### config.mk
export PLATFORM = sky130hd
export DESIGN_NAME = latin1_text_sanitizer_core
export DESIGN_NICKNAME = d
export VERILOG_FILES = /design/src/rtl/ltsan_pkg.sv /design/src/rtl/ltsan_cfg.sv /design/src/rtl/ltsan_filter.sv /design/src/rtl/latin1_text_sanitizer_core.sv
export SDC_FILE = /design/constraint.sdc
export NUM_CORES = 1
export LEC_CHECK = 0
export BUFFER_PORTS_ARGS = -buffer_cell sky130_fd_sc_hd__buf_2
export CAP_MARGIN = 20
export CORE_MARGIN = 3
export CORE_UTILIZATION = 35
export CTS_BUF_LIST = sky130_fd_sc_hd__clkbuf_8 sky130_fd_sc_hd__clkbuf_16
export CTS_CLUSTER_SIZE = 40
export DETAILED_ROUTE_END_ITERATION = 10
export PLACE_DENSITY = 0.54
export SLEW_MARGIN = 5
export SYNTH_ARGS = -nofsm -noshare
export SYNTH_HDL_FRONTEND = slang
export SYNTH_SLANG_ARGS = --single-unit
### constraint.sdc
create_clock -name clk -period 2.8 [get_ports clk]
set_input_delay 0.56 -clock clk [delete_from_list [all_inputs] [get_ports clk]]
set_output_delay 0.56 -clock clk [all_outputs]
set_load 0.05 [all_outputs]
### src/rtl/ltsan_pkg.sv
package ltsan_pkg;

	localparam int CHAR_W = 8;
	localparam int CNT_W  = 2;
	localparam int IDX_W  = 3;

	typedef logic [CHAR_W-1:0] char_t;
	typedef logic [CNT_W-1:0]  cnt_t;

	typedef enum logic [IDX_W-1:0] {
		REG_REMOVE_DIACRITIC     = 3'd0,
		REG_REMOVE_PUNCTUATION   = 3'd1,
		REG_REMOVE_DUP_CHARS     = 3'd2,
		REG_REMOVE_BRACES        = 3'd3,
		REG_REMOVE_DOUBLE_QUOTES = 3'd4,
		REG_LOWER_CASE           = 3'd5
	} cfg_index_t;

	typedef struct packed {
		logic remove_diacritic;
		logic remove_punctuation;
		logic remove_dup_chars;
		logic remove_braces;
		logic remove_double_quotes;
		logic lower_case;
	} cfg_t;

	localparam cfg_t CFG_RESET = '{
		remove_diacritic:     1'b1,
		remove_punctuation:   1'b1,
		remove_dup_chars:     1'b1,
		remove_braces:        1'b1,
		remove_double_quotes: 1'b0,
		lower_case:           1'b0
	};

	localparam cnt_t CNT_MAX = 2'd2;

	localparam char_t CH_A_UP  = 8'h41;
	localparam char_t CH_Z_UP  = 8'h5A;
	localparam char_t CH_A_LO  = 8'h61;
	localparam char_t CH_E_LO  = 8'h65;
	localparam char_t CH_I_LO  = 8'h69;
	localparam char_t CH_O_LO  = 8'h6F;
	localparam char_t CH_U_LO  = 8'h75;
	localparam char_t CH_E_UP  = 8'h45;
	localparam char_t CH_I_UP  = 8'h49;
	localparam char_t CH_O_UP  = 8'h4F;
	localparam char_t CH_U_UP  = 8'h55;
	localparam char_t CH_Z_LO  = 8'h7A;
	localparam char_t CH_R_LO  = 8'h72;
	localparam char_t CH_L_LO  = 8'h6C;
	localparam char_t CH_N_LO  = 8'h6E;
	localparam char_t CH_C_LO  = 8'h63;
	localparam char_t CH_COMMA = 8'h2C;
	localparam char_t CH_SEMI  = 8'h3B;
	localparam char_t CH_DOT   = 8'h2E;
	localparam char_t CH_EXCL  = 8'h21;
	localparam char_t CH_QUEST = 8'h3F;
	localparam char_t CH_IEXCL = 8'hA1;
	localparam char_t CH_IQUES = 8'hBF;
	localparam char_t CH_LBRACE = 8'h7B;
	localparam char_t CH_RBRACE = 8'h7D;
	localparam char_t CH_LBRACK = 8'h5B;
	localparam char_t CH_RBRACK = 8'h5D;
	localparam char_t CH_LPAREN = 8'h28;
	localparam char_t CH_RPAREN = 8'h29;
	localparam char_t CH_DQUOTE = 8'h22;
	localparam char_t CH_FEM_ORD  = 8'hAA;
	localparam char_t CH_MICRO    = 8'hB5;
	localparam char_t CH_MASC_ORD = 8'hBA;
	localparam char_t CH_UP_FIRST = 8'hC0;
	localparam char_t CH_UP_LAST  = 8'hDE;
	localparam char_t CH_TIMES    = 8'hD7;
	localparam char_t CH_DIVIDE   = 8'hF7;
	localparam char_t CASE_OFFSET = 8'h20;

	function automatic logic is_letter(input char_t c);
		is_letter = (c >= CH_A_UP && c <= CH_Z_UP) || (c >= CH_A_LO && c <= CH_Z_LO) ||
			c == CH_FEM_ORD || c == CH_MICRO || c == CH_MASC_ORD ||
			(c >= CH_UP_FIRST && c != CH_TIMES && c != CH_DIVIDE);
	endfunction

	function automatic char_t to_lower(input char_t c);
		if ((c >= CH_A_UP && c <= CH_Z_UP) ||
			(c >= CH_UP_FIRST && c <= CH_UP_LAST && c != CH_TIMES)) begin
			to_lower = c + CASE_OFFSET;
		end else begin
			to_lower = c;
		end
	endfunction

	function automatic char_t strip_accent(input char_t c);
		unique case (c)
			8'hE1:   strip_accent = CH_A_LO;
			8'hE9:   strip_accent = CH_E_LO;
			8'hED:   strip_accent = CH_I_LO;
			8'hF3:   strip_accent = CH_O_LO;
			8'hFA:   strip_accent = CH_U_LO;
			8'hFC:   strip_accent = CH_U_LO;
			8'hC1:   strip_accent = CH_A_UP;
			8'hC9:   strip_accent = CH_E_UP;
			8'hCD:   strip_accent = CH_I_UP;
			8'hD3:   strip_accent = CH_O_UP;
			8'hDA:   strip_accent = CH_U_UP;
			8'hDC:   strip_accent = CH_U_UP;
			default: strip_accent = c;
		endcase
	endfunction

	function automatic logic is_punct(input char_t c);
		is_punct = c == CH_COMMA || c == CH_SEMI || c == CH_DOT || c == CH_EXCL ||
			c == CH_QUEST || c == CH_IEXCL || c == CH_IQUES;
	endfunction

	function automatic logic is_brace(input char_t c);
		is_brace = c == CH_LBRACE || c == CH_RBRACE || c == CH_LBRACK ||
			c == CH_RBRACK || c == CH_LPAREN || c == CH_RPAREN;
	endfunction

	function automatic logic may_repeat(input char_t c);
		may_repeat = c == CH_R_LO || c == CH_L_LO || c == CH_N_LO ||
			c == CH_C_LO || c == CH_Z_LO;
	endfunction

endpackage

### src/rtl/ltsan_cfg.sv
module ltsan_cfg (
	input  logic                   clk,
	input  logic                   arst_n,
	input  logic                   cfg_valid,
	output logic                   cfg_ready,
	input  logic [ltsan_pkg::IDX_W-1:0] cfg_index,
	input  logic                   cfg_data,
	output ltsan_pkg::cfg_t        cfg
);

	ltsan_pkg::cfg_t cfg_q;

	assign cfg_ready = 1'b1;
	assign cfg       = cfg_q;

	always_ff @(posedge clk or negedge arst_n) begin
		if (!arst_n) begin
			cfg_q <= ltsan_pkg::CFG_RESET;
		end else if (cfg_valid) begin
			unique case (ltsan_pkg::cfg_index_t'(cfg_index))
				ltsan_pkg::REG_REMOVE_DIACRITIC:     cfg_q.remove_diacritic     <= cfg_data;
				ltsan_pkg::REG_REMOVE_PUNCTUATION:   cfg_q.remove_punctuation   <= cfg_data;
				ltsan_pkg::REG_REMOVE_DUP_CHARS:     cfg_q.remove_dup_chars     <= cfg_data;
				ltsan_pkg::REG_REMOVE_BRACES:        cfg_q.remove_braces        <= cfg_data;
				ltsan_pkg::REG_REMOVE_DOUBLE_QUOTES: cfg_q.remove_double_quotes <= cfg_data;
				ltsan_pkg::REG_LOWER_CASE:           cfg_q.lower_case           <= cfg_data;
				default: ;
			endcase
		end
	end

endmodule

### src/rtl/ltsan_filter.sv
module ltsan_filter (
	input  ltsan_pkg::cfg_t  cfg,
	input  ltsan_pkg::char_t char_cur,
	input  logic             first,
	input  ltsan_pkg::char_t prev_char,
	input  ltsan_pkg::cnt_t  count,
	output ltsan_pkg::cnt_t  count_next,
	output logic             keep,
	output ltsan_pkg::char_t char_res
);

	logic             match;
	ltsan_pkg::cnt_t  run_cnt;
	logic             dup_drop;
	ltsan_pkg::char_t plain;

	always_comb begin
		match = ltsan_pkg::is_letter(char_cur) &&
			ltsan_pkg::to_lower(char_cur) == ltsan_pkg::to_lower(prev_char);
		if (!match) begin
			run_cnt = '0;
		end else if (count < ltsan_pkg::CNT_MAX) begin
			run_cnt = count + ltsan_pkg::cnt_t'(1);
		end else begin
			run_cnt = count;
		end

		// string start clears the run; a disabled stage holds it
		priority if (first) begin
			count_next = '0;
			dup_drop   = 1'b0;
		end else if (cfg.remove_dup_chars) begin
			count_next = run_cnt;
			dup_drop   = !(run_cnt == '0 ||
				(run_cnt == ltsan_pkg::cnt_t'(1) && ltsan_pkg::may_repeat(char_cur)));
		end else begin
			count_next = count;
			dup_drop   = 1'b0;
		end

		plain = cfg.remove_diacritic ? ltsan_pkg::strip_accent(char_cur) : char_cur;

		keep = !dup_drop &&
			!(cfg.remove_punctuation && ltsan_pkg::is_punct(char_cur)) &&
			!(cfg.remove_braces && ltsan_pkg::is_brace(plain)) &&
			!(cfg.remove_double_quotes && plain == ltsan_pkg::CH_DQUOTE);

		char_res = cfg.lower_case ? ltsan_pkg::to_lower(plain) : plain;
	end

endmodule

### src/rtl/latin1_text_sanitizer_core.sv
// channel  | direction | handshake             | payload
// ---------+-----------+-----------------------+-------------------------
// input    | in        | in_valid / in_ready   | char_in, starts_string
// output   | out       | out_valid / out_ready | char_out
// config   | in        | cfg_valid / cfg_ready | cfg_index, cfg_data
//
// One character per cycle while the output is not stalled: an input register
// feeds the filter logic, whose result lands in an output register.
// The running state (previous character, repeat count) advances when an item
// leaves the input register; dropped characters produce no output transfer.
// Reset clears the state and loads the default filter enables.
// A stalled output holds the output register and a full input register; cfg_ready is always high.
module latin1_text_sanitizer_core (
	input  logic                         clk,
	input  logic                         arst_n,
	input  logic                         in_valid,
	output logic                         in_ready,
	input  logic [ltsan_pkg::CHAR_W-1:0] char_in,
	input  logic                         starts_string,
	output logic                         out_valid,
	input  logic                         out_ready,
	output logic [ltsan_pkg::CHAR_W-1:0] char_out,
	input  logic                         cfg_valid,
	output logic                         cfg_ready,
	input  logic [ltsan_pkg::IDX_W-1:0]  cfg_index,
	input  logic                         cfg_data
);

	ltsan_pkg::cfg_t  cfg;
	ltsan_pkg::char_t char_s1;
	logic             starts_s1;
	logic             valid_s1;
	ltsan_pkg::char_t prev_char_q;
	ltsan_pkg::cnt_t  count_q;
	ltsan_pkg::cnt_t  count_next;
	logic             keep;
	ltsan_pkg::char_t char_res;
	ltsan_pkg::char_t out_char_q;
	logic             out_valid_q;
	logic             advance;

	ltsan_cfg u_cfg (
		.clk       (clk),
		.arst_n    (arst_n),
		.cfg_valid (cfg_valid),
		.cfg_ready (cfg_ready),
		.cfg_index (cfg_index),
		.cfg_data  (cfg_data),
		.cfg       (cfg)
	);

	ltsan_filter u_filter (
		.cfg        (cfg),
		.char_cur   (char_s1),
		.first      (starts_s1),
		.prev_char  (prev_char_q),
		.count      (count_q),
		.count_next (count_next),
		.keep       (keep),
		.char_res   (char_res)
	);

	// the output register is free or is being emptied this cycle
	assign advance  = !out_valid_q || out_ready;
	assign in_ready = !valid_s1 || advance;

	always_ff @(posedge clk or negedge arst_n) begin
		if (!arst_n) begin
			valid_s1    <= 1'b0;
			out_valid_q <= 1'b0;
			prev_char_q <= '0;
			count_q     <= '0;
		end else begin
			if (in_ready) begin
				valid_s1 <= in_valid;
			end
			if (advance) begin
				out_valid_q <= valid_s1 && keep;
			end
			if (valid_s1 && advance) begin
				prev_char_q <= char_s1;
				count_q     <= count_next;
			end
		end
	end

	always_ff @(posedge clk) begin
		if (in_ready && in_valid) begin
			char_s1   <= char_in;
			starts_s1 <= starts_string;
		end
		if (advance && valid_s1) begin
			out_char_q <= char_res;
		end
	end

	assign out_valid = out_valid_q;
	assign char_out  = out_char_q;

endmodule

==> impl_results.md <==
- Outcome: completed
- Share of cells above drive strength 1: 0.227
- Die Area: 8040 µm²
- Worst Path Max Fanout: 8
- PD cells: 521 nW/µm²
- Final net count: 310
- Max-cap violations: 0
- Maximum number of pins on one net before global-route repair: 19
- Final worst path period need: around 2600 ps
- Leading area contributor after synthesis: edfxtp_1
- Fin crit share: 0.925
- Grt ovf: 0
- DR pass1 iterations: 5
- Worst-Skew Late Latency: approximately 300 ps
- Via/cell ratio: 5.60
- Initial Util: 0.373
- Crit path capture type: register
- EDFF count, synth: 17
- Net Sw Power: 0.507 mW
- Most frequent cell after synthesis: nand2_1
- Htree depth: 2
- Critical Path Source Type: register
- Placed insts: 371
- RSZ-0062 raised after global routing: no
- Core area: 6570 µm²
- Area of the multi-input gates: about 1300 µm²
- Routed Wire Length: around 6400 µm
- CP max-delay cell: edfxtp_1
- Setup-failing EPs final: 0
- Storage element area: 966 µm²
- Max Transition Viols Final: 0
- Core Util, Final: 0.424
- Area contributors post-synth: edfxtp_1, dfrtp_1, dfstp_2, ha_1, nand2_1
- Cts hold-fix bufs: 0
- CTS tree: yes
- Total track usage: 0.169
- Clock root buffer: clkbuf_8
- Worst-margin pin slew: roughly 540 ps
- Die W: approximately 90 µm
- Number of antenna violations at the first check in global routing: 0
- Kind of critical path: reg -> reg
- Netlist cell types: 72
- Crit path required time: 2850 ps
- Yosys reg bits: 35
- WL/cell: between 15 and 20 µm
- Fillers: 638
- DRT iter0 DRCs: between 200 and 250
- P_int: 0.945 mW
- Top FF cell, synth: edfxtp_1
- Routed vias: 2122
- Max frequency: 386 MHz
- Post-Layout Cell Count: 379
- Row cnt: 29
- Top-area cell type share of the netlist area: 0.208
- Critical-path cell list: or3b_1 > nor3_1 > o22ai_1 > o31ai_1 > o221ai_1 > a21boi_2 > mux2_1
- Number of inserted diodes: 0
- Hold Path Class: in -> async
- Post-DP HPWL: 4780 µm
- Clock skew: ~7.6 ps
- Flop pwr share: 0.469
- Gate Count Post-Synth: 254
- R2r worst-path depth: 7
- Post-CTS sizing: 0
- Power share of the clock group: 0.250
- Crit path arrival time: 2640 ps
- # DRC: 0
- Syn-to-layout area delta: 13.8%
- Ys Warns: 0
- Synth top cells by count: nand2_1, edfxtp_1, o21ai_0, dfrtp_1, inv_1
- IR drop worst, VDD: 284 µV
- Mapped Area: 2450 µm²
- First-pass GRT wire length: roughly 10000 µm
- Worst path max stage delay: about 500 ps
- Switching portion of total power: 0.349
- Die Y: 89.6 µm
- Antenna-violating nets left: 0
- Worst rel slew slack: 0.636
- Setup TNS: 0 ps
- Vias in the first global route: ~2000
- Register area share after synthesis: 0.394
- Asr flop ratio synth: 0.514
- TritonCTS Buffers: 5
- Clock sinks: 35
- Mean Syn Cell Area: 9.64 µm²
- Clock tree buffer depth: 2
- Placer Congestion: 0.863
- Syn Nets: 279
- Final Hold Fails: 0
- Number of I/O pins: 29
- Combinational power share: 0.281
- # Post-CTS Setup Buffers: 0
- Clock transition at the registers of the reported paths: 80 ps
- Leak: 1.11 nW
- PortBufs: 27
-- stage by stage --
| stage | instance area [µm²] | hold WS [ps] | power (mW) | setup slack (ps) |
|---|---|---|---|---|
| global route | 2790 | 248 | 1.53 | 40.7 |
| detailed placement | 2710 | 474 | 1.10 | 226 |
| finish | 2790 | 200 | 1.45 | 209 |
| floorplan | 2450 | 264 | 0.977 | 456 |
| global placement | 2710 | 473 | 1.09 | 241 |
| CTS | 2790 | 226 | 1.46 | 215 |
-- registers in the layout, indices dropped and copies added, names as in the netlist --
name,flops
char_out,8
char_s1,8
prev_char_q,8
u_cfg.cfg,6
count_q,2
out_valid,1
starts_s1,1
valid_s1,1
-- placed cells by master (no fill, tap or decap), types with 4 or more instances in the layout --
cell      count
dfstp_2       4
mux2_2        6
nand2_1      23
nand2b_1      6
buf_4        13
clkbuf_8      5
dfrtp_1      14
nor2_1       10
nor3_1        6
o21ai_1       5
ha_1          7
inv_1        16
edfxtp_1     17
and3_1        4
nor4b_1       4
a31oi_1       4
a21oi_1       7
nand3_1       8
buf_2        27
xor2_1        5
o21ai_0      15
-- path summary, 6_finish.rpt --
check / from / end / slack, ps
worst max-delay path: char_s1[1]$_DFFE_PP_ / char_out[6]$_DFFE_PP_ / 210
worst min-delay path: arst_n / u_cfg.cfg[0]$_DFFE_PN0P_ / 200
worst max register to register: char_s1[1]$_DFFE_PP_ / char_out[6]$_DFFE_PP_ / 210
worst min register to register: count_q[0]$_DFFE_PN0P_ / count_q[0]$_DFFE_PN0P_ / 490
max in group asynchronous: arst_n / u_cfg.cfg[5]$_DFFE_PN1P_ / 2260
min in group clk: char_in[5] / char_s1[5]$_DFFE_PP_ / 440
-- power groups by stage --
stage	clock (mW)	sequential, mW	combinational (mW)
final	0.362	0.682	0.408
after global routing	0.389	0.694	0.449
after CTS	0.370	0.681	0.406
after detailed placement	0	0.692	0.403
after global placement	0	0.692	0.402
after floorplan	0	0.704	0.273
-- metal layers --
metal  track usage  wire length [µm]  vias up
li1              -                 -     1027
met1         0.252              3110     1013
met2         0.249              2750       74
met4        0.0474                86        0
met5             0                 0        -
met3        0.0301               424        8
-- final cells by class --
type                    count  area share
flip-flops and latches     35       0.346
repair buffers             40      0.0835
clock inverters             3     0.00449
multi-input cells         189       0.480
clock buffers               5      0.0247
well taps                  93      0.0417
inverters                  14      0.0189
-- critical path: cells and delay by family (launching register included) --
family / cells / cell delay [ps]
flip-flops: 1 / 500
AND/OR/NAND/NOR: 2 / 600
multiplexers: 1 / 340
AO/OA/AOI/OAI: 4 / 910
-- logic make-up after synthesis --
logic type / count (synthesis) / synth area share
flops: 35 / 0.394
mux: 9 / 0.0404
simple gates: 89 / 0.215
other cells: 1 / 0.00153
xor+xnor: 9 / 0.0378
buf+inv: 30 / 0.0588
compound gates: 74 / 0.217
fa+ha+maj: 7 / 0.0358
Note: power is estimated with default switching activity, not from simulation.
